<file path="src/hw/rtl/spd_pkg.sv">
// Shared types and constants for the string period detector.
package spd_pkg;

  localparam int MaxLen  = 32;
  localparam int IdxW    = (MaxLen > 1) ? $clog2(MaxLen) : 1;
  localparam int CntW    = $clog2(MaxLen + 1);
  localparam int SymW    = 8;
  localparam int PeriodW = 6;

  typedef struct packed {
    logic [SymW-1:0] symbol;
    logic            last;
  } spd_in_t;

  typedef struct packed {
    logic               repetitive;
    logic [PeriodW-1:0] period;
    logic               overflow;
  } spd_out_t;

  typedef struct packed {
    logic            start;
    logic [CntW-1:0] dividend;
    logic [CntW-1:0] divisor;
  } spd_div_req_t;

  typedef struct packed {
    logic done;
    logic exact;
  } spd_div_rsp_t;

endpackage

</file>
<file path="src/hw/rtl/spd_rem.sv">
// Iterative restoring remainder unit: one quotient bit per cycle.
module spd_rem (
  input  logic                  clk_i,
  input  logic                  rst_ni,
  input  spd_pkg::spd_div_req_t req_i,
  output spd_pkg::spd_div_rsp_t rsp_o
);
  import spd_pkg::*;

  localparam int StepW = $clog2(CntW + 1);

  logic             busy_q;
  logic             done_q;
  logic [StepW-1:0] step_q;
  logic [CntW-1:0]  num_q;
  logic [CntW-1:0]  den_q;
  logic [CntW-1:0]  rem_q;
  logic [CntW:0]    rem_w;
  logic [CntW:0]    diff_w;
  logic             ge_w;

  assign rem_w  = {rem_q, num_q[CntW-1]};
  assign diff_w = rem_w - {1'b0, den_q};
  assign ge_w   = rem_w >= {1'b0, den_q};

  always_ff @(posedge clk_i or negedge rst_ni) begin
    if (!rst_ni) begin
      busy_q <= 1'b0;
      done_q <= 1'b0;
      step_q <= '0;
    end else begin
      done_q <= busy_q && !req_i.start && (step_q == StepW'(1));
      if (req_i.start) begin
        busy_q <= 1'b1;
        step_q <= StepW'(CntW);
      end else if (busy_q) begin
        step_q <= step_q - 1'b1;
        if (step_q == StepW'(1)) begin
          busy_q <= 1'b0;
        end
      end
    end
  end

  always_ff @(posedge clk_i) begin
    if (req_i.start) begin
      num_q <= req_i.dividend;
      den_q <= req_i.divisor;
      rem_q <= '0;
    end else if (busy_q) begin
      num_q <= {num_q[CntW-2:0], 1'b0};
      rem_q <= ge_w ? diff_w[CntW-1:0] : rem_w[CntW-1:0];
    end
  end

  assign rsp_o.done  = done_q;
  assign rsp_o.exact = (rem_q == '0);

endmodule

</file>
<file path="src/hw/rtl/string_period_detector_unit.sv">
// String period detector: online KMP prefix table, smallest period on the last byte.
//
// Input channel (in_valid_i / in_ready_o / in_item_i) takes one byte per item,
// with last set on the final byte of a string. Output channel (out_valid_o /
// out_ready_i / out_item_o) gives one item per string: period, repetitive and
// overflow flags.
// The first byte of a string is stored straight from the idle state; each later
// byte is accepted and then compared in a memory lookup, with one more lookup
// for each fallback step through the prefix table; fallbacks total at most the
// string length per string. The symbol and prefix memories are single synchronous
// arrays, each read once per cycle.
// After the last byte the remainder unit checks that the period divides the length;
// its result passes through the result register to the output register. Strings
// longer than the maximum only count as overflow.
// The output register holds its item until taken; a new string may start
// while it waits, but the next result stalls until the register frees up.
// Reset clears the string length, match length and flags; the memories are
// not cleared, as only entries written earlier in the same string are read.
module string_period_detector_unit (
  input  logic             clk_i,
  input  logic             rst_ni,
  input  logic             in_valid_i,
  output logic             in_ready_o,
  input  spd_pkg::spd_in_t in_item_i,
  output logic             out_valid_o,
  input  logic             out_ready_i,
  output spd_pkg::spd_out_t out_item_o
);
  import spd_pkg::*;

  typedef enum logic [3:0] {
    ST_IDLE = 4'b0001,
    ST_LOOK = 4'b0010,
    ST_DIV  = 4'b0100,
    ST_DONE = 4'b1000
  } spd_state_e;

  spd_state_e state_q, state_d;
  logic [IdxW-1:0] match_q, match_d;
  logic [CntW-1:0] len_q, len_d;
  logic            ovf_q, ovf_d;
  logic [IdxW-1:0] j_q, j_d;
  logic [CntW-1:0] per_q, per_d;
  logic            half_q, half_d;
  logic [SymW-1:0] sym_b_q;
  logic            last_q;
  spd_out_t        res_q, res_d;
  spd_out_t        out_q;
  logic            out_valid_q;

  logic [SymW-1:0] sym_mem [MaxLen];
  logic [IdxW-1:0] pfx_mem [MaxLen];
  logic [SymW-1:0] sym_rd_q;
  logic [IdxW-1:0] pfx_rd_q;

  logic            cap;
  logic            load_out;
  logic            sym_we;
  logic            pfx_we;
  logic [IdxW-1:0] pfx_wd;
  logic [IdxW-1:0] rd_addr;
  logic [IdxW-1:0] pos;
  logic            full;
  logic            hit;
  logic [IdxW-1:0] jn;
  logic [CntW-1:0] len_inc;
  logic [CntW-1:0] per_calc;
  logic            half_calc;

  spd_div_req_t div_req;
  spd_div_rsp_t div_rsp;

  spd_rem u_rem (
    .clk_i  (clk_i),
    .rst_ni (rst_ni),
    .req_i  (div_req),
    .rsp_o  (div_rsp)
  );

  assign pos       = len_q[IdxW-1:0];
  assign full      = (len_q == CntW'(MaxLen));
  assign hit       = (sym_rd_q == sym_b_q);
  assign jn        = hit ? IdxW'(j_q + 1'b1) : '0;
  assign len_inc   = len_q + 1'b1;
  assign per_calc  = len_inc - CntW'(jn);
  assign half_calc = ({per_calc, 1'b0} <= {1'b0, len_inc});

  always_comb begin
    state_d  = state_q;
    match_d  = match_q;
    len_d    = len_q;
    ovf_d    = ovf_q;
    j_d      = j_q;
    per_d    = per_q;
    half_d   = half_q;
    res_d    = res_q;
    rd_addr  = match_q;
    sym_we   = 1'b0;
    pfx_we   = 1'b0;
    pfx_wd   = '0;
    cap      = 1'b0;
    load_out = 1'b0;
    div_req  = '0;
    case (state_q)
      ST_IDLE: begin
        if (in_valid_i) begin
          if (full) begin
            ovf_d = 1'b1;
            if (in_item_i.last) begin
              res_d = '{repetitive: 1'b0, period: '0, overflow: 1'b1};
              ovf_d   = 1'b0;
              len_d   = '0;
              match_d = '0;
              state_d = ST_DONE;
            end
          end else begin
            sym_we = 1'b1;
            if (len_q == '0) begin
              pfx_we  = 1'b1;
              match_d = '0;
              len_d   = CntW'(1);
              if (in_item_i.last) begin
                res_d = '{repetitive: 1'b0, period: PeriodW'(1), overflow: 1'b0};
                len_d   = '0;
                state_d = ST_DONE;
              end
            end else begin
              cap     = 1'b1;
              j_d     = match_q;
              state_d = ST_LOOK;
            end
          end
        end
      end
      ST_LOOK: begin
        if (j_q != '0 && !hit) begin
          j_d     = pfx_rd_q;
          rd_addr = pfx_rd_q;
        end else begin
          pfx_we  = 1'b1;
          pfx_wd  = jn;
          match_d = jn;
          len_d   = len_inc;
          state_d = ST_IDLE;
          if (last_q) begin
            div_req.start    = 1'b1;
            div_req.dividend = len_inc;
            div_req.divisor  = per_calc;
            per_d   = per_calc;
            half_d  = half_calc;
            match_d = '0;
            len_d   = '0;
            state_d = ST_DIV;
          end
        end
      end
      ST_DIV: begin
        if (div_rsp.done) begin
          res_d = '{repetitive: div_rsp.exact & half_q,
                    period: PeriodW'(per_q), overflow: 1'b0};
          state_d = ST_DONE;
        end
      end
      ST_DONE: begin
        if (!out_valid_q || out_ready_i) begin
          load_out = 1'b1;
          state_d  = ST_IDLE;
        end
      end
      default: state_d = ST_IDLE;
    endcase
  end

  always_ff @(posedge clk_i or negedge rst_ni) begin
    if (!rst_ni) begin
      state_q     <= ST_IDLE;
      match_q     <= '0;
      len_q       <= '0;
      ovf_q       <= 1'b0;
      out_valid_q <= 1'b0;
    end else begin
      state_q <= state_d;
      match_q <= match_d;
      len_q   <= len_d;
      ovf_q   <= ovf_d;
      if (load_out) begin
        out_valid_q <= 1'b1;
      end else if (out_ready_i) begin
        out_valid_q <= 1'b0;
      end
    end
  end

  always_ff @(posedge clk_i) begin
    j_q    <= j_d;
    per_q  <= per_d;
    half_q <= half_d;
    res_q  <= res_d;
    if (cap) begin
      sym_b_q <= in_item_i.symbol;
      last_q  <= in_item_i.last;
    end
    if (load_out) begin
      out_q <= res_q;
    end
  end

  always_ff @(posedge clk_i) begin
    if (sym_we) begin
      sym_mem[pos] <= in_item_i.symbol;
    end
    sym_rd_q <= sym_mem[rd_addr];
  end

  always_ff @(posedge clk_i) begin
    if (pfx_we) begin
      pfx_mem[pos] <= pfx_wd;
    end
    pfx_rd_q <= pfx_mem[IdxW'(rd_addr - 1'b1)];
  end

  assign in_ready_o  = (state_q == ST_IDLE);
  assign out_valid_o = out_valid_q;
  assign out_item_o  = out_q;

endmodule

</file>
<file path="config.mk">
export PLATFORM = sky130hd
export DESIGN_NAME = string_period_detector_unit
export DESIGN_NICKNAME = d
export VERILOG_FILES = /design/src/hw/rtl/spd_pkg.sv /design/src/hw/rtl/spd_rem.sv /design/src/hw/rtl/string_period_detector_unit.sv
export SDC_FILE = /design/constraint.sdc
export NUM_CORES = 1
export LEC_CHECK = 0
export BUFFER_PORTS_ARGS = -buffer_cell sky130_fd_sc_hd__buf_2
export CAP_MARGIN = 20
export CORE_MARGIN = 1.5
export CORE_UTILIZATION = 63
export CTS_CLUSTER_SIZE = 24
export DETAILED_ROUTE_END_ITERATION = 7
export PLACE_DENSITY = 0.89
export SYNTH_ARGS = -nofsm -noshare
export SYNTH_HDL_FRONTEND = slang
export SYNTH_HIERARCHICAL = 1
export SYNTH_SLANG_ARGS = --single-unit
</file>
<file path="constraint.sdc">
create_clock -name clk_i -period 5 [get_ports clk_i]
set_clock_uncertainty 0.15 [all_clocks]
set_input_delay 0.5 -clock clk_i [delete_from_list [all_inputs] [get_ports clk_i]]
set_output_delay 0.5 -clock clk_i [all_outputs]
set_load 0.02 [all_outputs]
</file>
After elaboration in Yosys (flattened, before gate mapping)

Memories as Yosys holds them, arrays and structs flattened. A register that Yosys moved wholly into a read port is not among the register bits.
Index checks and enable logic that the tools add are counted.

Multiplexer cells: 72
Shifts and indexed selects: 0
$mul: 0
Add/sub/neg operators: 6
Reduce and logical (&&, ||, !) cells: 20
Equality and inequality tests: 17
Divide/modulo/power cells: 0
Order comparisons: 2
Bitwise logic cells: 4

Operator list:

| kind                                                          | number |
|---|---|
| 5-bit two-way mux                                             | 15 |
| 6-bit two-way mux                                             | 9 |
| 8-bit two-way mux                                             | 6 |
| 13-bit two-way mux                                            | 3 |
| 4-bit two-way mux                                             | 7 |
| 1-bit two-way mux                                             | 23 |
| 5-bit one-hot mux with 2 select lines                         | 2 |
| 4-bit one-hot mux with 4 select lines                         | 1 |
| 8-bit one-hot mux with 2 select lines                         | 1 |
| 6-bit logical NOT                                             | 2 |
| 2-bit inequality test, second input constant                  | 6 |
| 6-bit one-hot mux with 2 select lines                         | 1 |
| 5-bit AND reduction                                           | 2 |
| 3-bit two-way mux                                             | 3 |
| 8-bit equality test                                           | 1 |
| 2-bit nonzero test                                            | 4 |
| 7-bit by 6-bit >= comparator with 1-bit output                | 1 |
| 7-bit by 6-bit <= comparator with 1-bit output                | 1 |
| 6-bit by 1-bit adder with 6-bit output, second input constant | 1 |
| 6-bit equality test, second input constant                    | 1 |
| 3-bit inequality test, second input constant                  | 2 |
| 6-bit AND reduction                                           | 1 |
| 6-bit by 5-bit subtractor with 6-bit output                   | 1 |
| 6-bit subtractor                                              | 1 |
| 20 further kinds                                              | 26 |

Memories kept: 2
RAM bits: 416
Bits in latches: 0
Input bits: 13
Output and inout port bits: 10
Word-level logic and storage cells: 144
Bits in registers: 76
ROM bits: 0

Memories:

| memory  | depth | width | rd ports | clocked after memory_dff | wr ports | line                              | source |
|---|---|---|---|---|---|---|---|
| sym_mem | 32    | 8     | 1        | 1                        | 1        | string_period_detector_unit.sv:51 | `logic [SymW-1:0] sym_mem [MaxLen];` |
| pfx_mem | 32    | 5     | 1        | 1                        | 1        | string_period_detector_unit.sv:52 | `logic [IdxW-1:0] pfx_mem [MaxLen];` |

Longest topological paths before layout

Gate-level depths: netlist of the first run.

Word-level depth: 9
Depth in mapped cells: 20

Cells and area by module

The synthesis of the first run kept the hierarchy.

By module, submodules not included:

| module                      | area each (um^2) | instances | cells each |
|---|---|---|---|
| string_period_detector_unit | 21232.9          | 1         | 1710 |
| spd_rem                     | 1224.9           | 1         | 107 |

Least setup slack after synthesis of the first run

OpenSTA, ideal clock, no wires.

Path type: reg-to-reg
Start: register state_q[3]
End: register pfx_rd_q[0], read port of pfx_mem
Setup slack: 829 ps
Period minus slack after synthesis: 4171 ps
Arrival time: 3909 ps
Required time: 4738 ps
Stages on the path, launching flop included: 17
Path buffers: 6
Path through: dfrtp_1 or4b_1 buf_2 nor2_8 o21a_1 buf_4 mux2_4 clkinv_1 buf_2 ha_1 clkbuf_1 inv_1 clkbuf_1 clkbuf_1 o211ai_1 a221o_1 a2111oi_1

Cells in the longest elaborated chain, start to end: 3

RTL lines:

| what                                           | line                               | source |
|---|---|---|
| from (decl)                                    | string_period_detector_unit.sv:38  | `spd_state_e state_q, state_d;` |
| from (signal assigned)                         | string_period_detector_unit.sv:182 | `state_q <= state_d;` |
| 4-bit by 2-bit equality test with 1-bit output | string_period_detector_unit.sv:104 | `case (state_q)` |
| 5-bit two-way mux                              | string_period_detector_unit.sv:104 |  |
| 5-bit by 1-bit subtractor with 5-bit output    | string_period_detector_unit.sv:219 | `pfx_rd_q <= pfx_mem[IdxW'(rd_addr - 1'b1)];` |
| to (decl)                                      | string_period_detector_unit.sv:54  | `logic [IdxW-1:0] pfx_rd_q;` |

No other way between the ends.
A chain may end at the register's enable or synchronous reset.

Worst setup path after layout of the first run

Start: register state_q[3]
End: register pfx_rd_q[4], read port of pfx_mem

Same word-level chain as after synthesis.

==> summary.txt, run 1 <==
Run status
  • Status: finished with violations
  • Failing checks: DRC

Place
  • Routability congestion estimate: 0.898
  • Dpl hpwl: 33.9 mm
  • Dpl cell area: 23,000 um^2
  • I/O Buffers: 22

Synth
  • Area leader, netlist: edfxtp_1
  • Synth async-reset ratio: 4.16%
  • Mapped Area: 22,500 um^2
  • Cells after Synth: 1,817
  • Commonest cells post-synth: edfxtp_1 (465), nand2_1 (387), a21oi_1 (186)
  • Register area share after synthesis: 66.2%
  • Area contributors post-synth: edfxtp_1 (62%), nand2_1 (6.5%), a21oi_1 (4.1%), mux4_2 (2.7%), dfrtp_1 (2.2%)
  • Synth Flop Type: edfxtp_1
  • Most frequent cell after synthesis: edfxtp_1
  • Avg Synthesized Cell Area: 12.4 um^2
  • YS warnings: 6
  • Syn Nets: 1,859
  • Synth top area share: 62.2%
  • Post-synth EDFFs: 465
  • Synth unique cells: 76
  • Yosys reg bits: 505

Global routing
  • Initial antenna violation count: 0
  • Via count of the first global-routing pass: 15,400
  • Largest net degree at the start of global routing: 75
  • Total global-route track usage: 31.0%
  • GR Overflow Total: 0
  • First-pass GRT wire length: 85.8 mm

Clock tree
  • Root Driver: clkbuf_16
  • TritonCTS Sinks: 505
  • Clk buf depth: 3
  • TritonCTS Buffers: 49
  • H-tree Lvls: 2
  • CTS tree: done
  • Clock transition at the registers of the reported paths: 0.06 ns
  • Clk_lat worst skew: 0.58 ns

Drt
  • Routed Antenna Nets: 0
  • 1st-pass router iterations: 8
  • Vias/cell: 6.82
  • Routed length per instance: 24.6 um
  • WL final: 56.9 mm
  • Initial DRC Count: 2,300
  • Drc violations: 2
  • Via Count: 15,800

Die
  • Num rows: 68
  • Die width: 192 um
  • Die area: 36,800 um^2
  • Num ports: 23
  • Die span in y: 192 um
  • Core Box Area: 34,800 um^2
  • Initial core utilization: 64.5%

Critical path
  • Worst setup SP type: register
  • Critical Path Sink Type: register
  • Critical path arrival: 4.85 ns
  • Crit path kind: register to register
  • Crit path max fanout: 35
  • WP data required: 5.30 ns

Pwr
  • Sw Ratio: 30.7%
  • P_int: 8.04 mW
  • Clock power share: 32.8%
  • Combinational share of power: 23.6%
  • P_leak: 8.59 nW
  • Pwr Density: 471 nW/um^2
  • Peak supply drop: 0.373 mV
  • Seq pwr share: 43.6%
  • NetSw: 3.57 mW

Run
  • Max cap viols: 0

STA
  • Headroom to the max-slew limit: 32.5%
  • Period minus WS final: 4.56 ns
  • RSZ-0062 raised after global routing: false
  • Max Fclk: 219 MHz
  • Final setup fails: 0
  • Max-slew violation count: 0
  • Setup_tns: 0 ns
  • Period utilisation layout: 91.2%
  • Slew at the pin closest to its max-slew limit: 1.01 ns
  • Final hold vios: 0

Hold path
  • Worst hold path type: input pin to register

Final layout
  • Sequential Area: 14,900 um^2
  • Synthesis-to-finish area growth: 9.66%
  • Fill cell count: 2,099
  • Share of cells above drive strength 1: 11.1%
  • Design area: 24,600 um^2
  • Final Net Count: 1,862
  • # diodes: 0
  • Multi-input gate area: 6970 um^2
==> stage by stage <==
| stage | total power, mW | setup WS, ns | hold slack [ns] | util [%] | instances |
|---|---|---|---|---|---|
| 3_5_place_dp | 7.71 | 0.659 | 0.255 | 66.0 | 2221 |
| 6_report | 11.6 | 0.442 | 0.0616 | 70.8 | 2313 |
| 3_3_place_gp | 7.59 | 0.843 | 0.252 | 65.8 | 2219 |
| 2_1_floorplan | 6.99 | 0.829 | 0.0544 | - | 1817 |
| 4_1_cts | 11.5 | 0.543 | 0.0452 | 70.7 | 2311 |
| 5_1_grt | 12.0 | 0.168 | 0.0586 | 70.8 | 2313 |
==> power groups by stage <==
stage | logic [mW] | registers (mW) | clock network (mW)
floorplan | 1.92 | 5.08 | 0
global route | 2.94 | 5.07 | 3.98
detailed placement | 2.58 | 5.13 | 0
CTS | 2.64 | 5.05 | 3.81
global placement | 2.47 | 5.12 | 0
finish | 2.74 | 5.05 | 3.81
==> timing repair <==
item | in CTS | in global routing
buffers inserted | 0 | 0
gates resized for setup | 0 | 0
hold buffers | 1 | 0
endpoints found under the hold margin | 20 | 0
==> cells in the final DEF (no fill, tap or decap), drive strengths merged, types with 19 or more instances in the layout <==
| cell | netlist | final |
|---|---|---|
| mux4 | 27 | 27 |
| ha | 27 | 27 |
| mux2i | 45 | 45 |
| buf | 35 | 56 |
| dfxtp | 19 | 19 |
| nor2 | 124 | 124 |
| dfrtp | 20 | 20 |
| o21ai | 98 | 98 |
| clkinv | 1 | 24 |
| a21oi | 186 | 186 |
| inv | 42 | 43 |
| clkbuf | 70 | 55 |
| nand2 | 387 | 387 |
| o211ai | 24 | 24 |
| edfxtp | 465 | 465 |
==> cell families after synthesis <==
logic type	share of synthesized area, %
AO/OA/AOI/OAI	11.1
XOR/XNOR	1.09
adder cells (fa/ha/maj)	1.68
buffers and inverters	2.90
flip-flops	66.2
multiplexers	5.63
AND/OR/NAND/NOR	11.4
==> cell type report <==
type                    instances  share of cell area, %
inverters                      43                  0.666
repair buffers                 57                   1.63
clock buffers                  55                   5.16
clock inverters                34                   1.55
well taps                     455                   2.31
multi-input cells            1164                   28.3
flip-flops and latches        505                   60.4
==> metal layers <==
metal / track usage, % / share of wire, % / vias up
met1: 41.1 / 36 / 7510
met2: 48.9 / 46 / 1323
met3: 6.85 / 13 / 264
li1: - / - / 6677
met5: 0 / 0 / -
met4: 14.8 / 4.9 / 0
==> flip-flops by register name, summed over array words and instances (netlist names), 6 cells and up <==
register,count
sym_b_q,8
res_q,8
u_rem/num_q,6
u_rem/den_q,6
pfx_mem,160
len_q,6
out_item_o,8
u_rem/rem_q,6
sym_mem,256
sym_rd_q,8
per_q,6
==> worst max-delay path, cell delays in order, from the launching register on <==
cell and delay, ns:
dfrtp_1 0.41, or4b_1 0.65, nor2_8 0.24, o21a_4 0.36, o21ai_4 0.10, inv_4 0.35
ha_1 0.30, nand2b_1 0.10, nor2_1 0.12, xor2_1 0.21, nor2_1 0.09, o21bai_1 0.56
a311oi_1 0.19, a221o_1 0.31, a2111oi_1 0.28
==> worst paths after layout <==
check                                  from       endpoint  slack [ns]  cells after the start
worst min-delay path            out_ready_i    out_valid_o        0.06                      2
min in group asynchronous            rst_ni   u_rem/done_q        0.30                      2
worst max-delay path             state_q[3]    pfx_rd_q[4]        0.44                     14
worst min register to register     res_q[3]  out_item_o[3]        0.27                      0
worst max register to register   state_q[3]    pfx_rd_q[4]        0.44                     14
max in group asynchronous            rst_ni     match_q[0]        4.00                      2
No activity file was read; power rests on OpenSTA's default activity.
==> run 2, diff against run 1 <==
Settings changed: SYNTH_HIERARCHICAL 1 to default.
==> run 2 against run 1 <==
  * The flow now finishes without violations
  * Sequential cell count unchanged
  * Critical path depth up 1
  * Global-route usage shrank 2.7 points
  * Maximum frequency decreased by 2.2%
  * Synthesized cell count down 13%
  * Clock power is 6.6% lower
  * Synthesized area fell by 5.0%
  * Via count fell by 13%
==> summary.txt, run 2 <==
Final layout
  • Max reg flops: 256
  • Final Net Count: 1,633
  • Fill cell count: 2,041
  • Final std cells w/o fill: 2,076
  • Most common cell after layout, fill and taps aside: edfxtp_1
  • Share of cells above drive strength 1: 10.2%
  • # diodes: 0
  • Synthesis-to-finish area growth: 9.29%
  • Largest register by flop count: sym_mem
  • Commonest cells after routing, fill and taps aside: edfxtp_1 (465), nand2_1 (253), nor2_1 (98)
  • Regs by FF count: sym_mem: 256 flops, pfx_mem: 160 flops

Synth
  • Syn Nets: 1,622
  • Synth async-reset ratio: 4.16%
  • Mapped Area: 21,300 um^2
  • Most frequent cell after synthesis: edfxtp_1
  • Cells after Synth: 1,581
  • Area contributors post-synth: edfxtp_1 (65%), nand2_1 (4.5%), a211oi_1 (2.6%), dfrtp_1 (2.3%), a31oi_1 (1.9%)
  • Synth unique cells: 77
  • Synth Flop Type: edfxtp_1
  • Register area share after synthesis: 69.7%
  • YS warnings: 0
  • Synth top area share: 65.5%
  • Post-synth EDFFs: 465
  • Avg Synthesized Cell Area: 13.5 um^2
  • Area leader, netlist: edfxtp_1
  • Yosys reg bits: 505
  • Commonest cells post-synth: edfxtp_1 (465), nand2_1 (253), nor2_1 (102)

STA
  • Max-slew violation count: 0
  • Setup_tns: 0 ns
  • Max Fclk: 215 MHz
  • Post-route setup slack: 0.340 ns
  • Slew at the pin closest to its max-slew limit: 0.999 ns
  • Final setup fails: 0
  • Period utilisation layout: 93.2%
  • Period minus WS final: 4.66 ns
  • Final hold vios: 0
  • Headroom to the max-slew limit: 32.9%
  • RSZ-0062 raised after global routing: false

Pwr
  • P_leak: 7.58 nW
  • Peak supply drop: 0.298 mV
  • Pwr Density: 460 nW/um^2

Drt
  • Routed Antenna Nets: 0
  • WL final: 49.5 mm
  • Drc violations: 0
  • Initial DRC Count: 2,207
  • Routed length per instance: 23.9 um
  • Via Count: 13,800
  • 1st-pass router iterations: 8
  • Vias/cell: 6.64

Critical path
  • WP data required: 5.35 ns
  • R2R cell count: 15
  • Crit path buffers/inverters: 3
  • WP depth: 15
  • Crit path max fanout: 33
  • Max stage delay cell, worst path: ha_1
  • Delay-heaviest family, CP: compound AO/OA/AOI/OAI gates
  • Crit path top cell by count: ha_1
  • R2R setup slack: 0.34 ns
  • Critical Path Sink Type: register
  • Crit path kind: register to register
  • Crit-path cells: inv_1 > ha_1 > or4b_4 > nand2_2 > a21oi_4 > buf_4 > mux2_4 > inv_2 > ha_1 > nor2_1 > a2bb2oi_1 > o21ai_0 > nor3_1 > a221oi_1 > a21oi_1
  • Critical path arrival: 5.01 ns
  • CP peak stage delay: 0.79 ns
  • Worst setup SP type: register

Clock tree
  • # Post-CTS Setup Buffers: 0
  • CTS tree: done
  • Clk buf depth: 3
  • Root Driver: clkbuf_16
  • TritonCTS Buffers: 49
  • Clock transition at the registers of the reported paths: 0.06 ns
  • TritonCTS Sinks: 505
  • H-tree Lvls: 2
  • Clk_lat worst skew: 0.57 ns

Global routing
  • First-pass GRT wire length: 76.0 mm
  • GR Overflow Total: 0
  • Initial antenna violation count: 0
  • Via count of the first global-routing pass: 13,400
  • Largest net degree at the start of global routing: 81
  • Total global-route track usage: 28.2%

Die
  • Num rows: 67
  • Die span in y: 187 um
  • Num ports: 23
  • Die area: 35,000 um^2
  • Die width: 187 um
  • Core Box Area: 33,400 um^2
  • Initial core utilization: 63.8%

Run status
  • Status: completed

Place
  • DP Worst Slack: 0.345 ns
  • Dpl hpwl: 31.0 mm
  • Placed cell count: 1,987
  • Routability congestion estimate: 0.904
  • I/O Buffers: 22

Run
  • Max cap viols: 0

Hold path
  • Hold Path Stages: 1
  • Worst hold path type: input pin to register
## run 2: cell count changes after synthesis, sizes merged, moves of 12 or more
cell	previous run	this run
a31oi	2	65
clkbuf	70	37
nor2	124	102
nand2	387	254
o211ai	24	0
and2	8	79
a41oi	17	5
nand3	9	26
o21ai	98	33
a211oi	11	75
o22ai	17	47
mux2i	45	28
mux4	27	2
a21oi	186	29
## run 2: metrics by stage
step	util (%)	hold slack, ns	power (mW)	area [um^2]
floorplan	-	0.0544	6.56	21300
global placement	64.9	0.265	7.04	21700
detailed placement	64.9	0.264	7.15	21700
CTS	69.6	0.0168	10.7	23300
global route	69.7	0.0409	11.1	23300
finish	69.7	0.0365	10.7	23300
## run 2: worst paths after layout
check / from / end
max: j_q[0] / pfx_rd_q[2]
min: in_item_i[0] / last_q
max reg2reg: j_q[0] / pfx_rd_q[2]
min reg2reg: res_q[5] / out_item_o[5]
max in group asynchronous: rst_ni / u_rem.busy_q
min in group asynchronous: rst_ni / len_q[5]
## run 2: cell families after synthesis
kind of cell / synth area share [%]
XOR/XNOR: 1.24
buffers and inverters: 2.75
multiplexers: 2.18
flip-flops: 69.7
AND/OR/NAND/NOR: 12.3
adder cells (fa/ha/maj): 1.71
AO/OA/AOI/OAI: 10.1
## run 2: final cells by class
cell class	count	area (um^2)	area share (%)
clock inverter	25	228	0.977
timing repair buffer	42	275	1.18
multi-input combinational	957	5910	25.3
inverter	37	139	0.596
sequential	505	14900	63.8
clock buffer	62	1330	5.69
tap	448	561	2.41
## run 2: where the power goes
group          switching, mW  internal, mW  total [mW]  leakage [nW]
Combinational           1.40         0.715        2.12          2.49
Sequential             0.178          4.86        5.04          4.33
Clock                   1.53          2.04        3.56         0.765
Total                   3.11          7.61        10.7          7.58
## run 2: routing by layer
metal  vias up  wire length, um  track usage, %
met5         -                0               0
met4         0             2110            12.7
met3       182             4910            4.93
met2       902            23800            45.6
met1      6740            18700            38.1
li1       5966                -               -
## run 2: worst reg2reg max path, stage by stage (launching register included)
cell       delay (ns)
edfxtp_1         0.48
inv_1            0.11
ha_1             0.14
or4b_4           0.47
nand2_2          0.16
a21oi_4          0.05
buf_4            0.28
mux2_4           0.26
inv_2            0.04
ha_1             0.79
nor2_1           0.12
a2bb2oi_1        0.77
o21ai_0          0.19
nor3_1           0.25
a221oi_1         0.15
a21oi_1          0.19
## run 2: timing repair
action | in CTS | in global routing
endpoints found under the hold margin | 20 | 0
gates resized for setup | 0 | 2
hold buffers | 1 | 0
setup endpoints to repair | 0 | 3
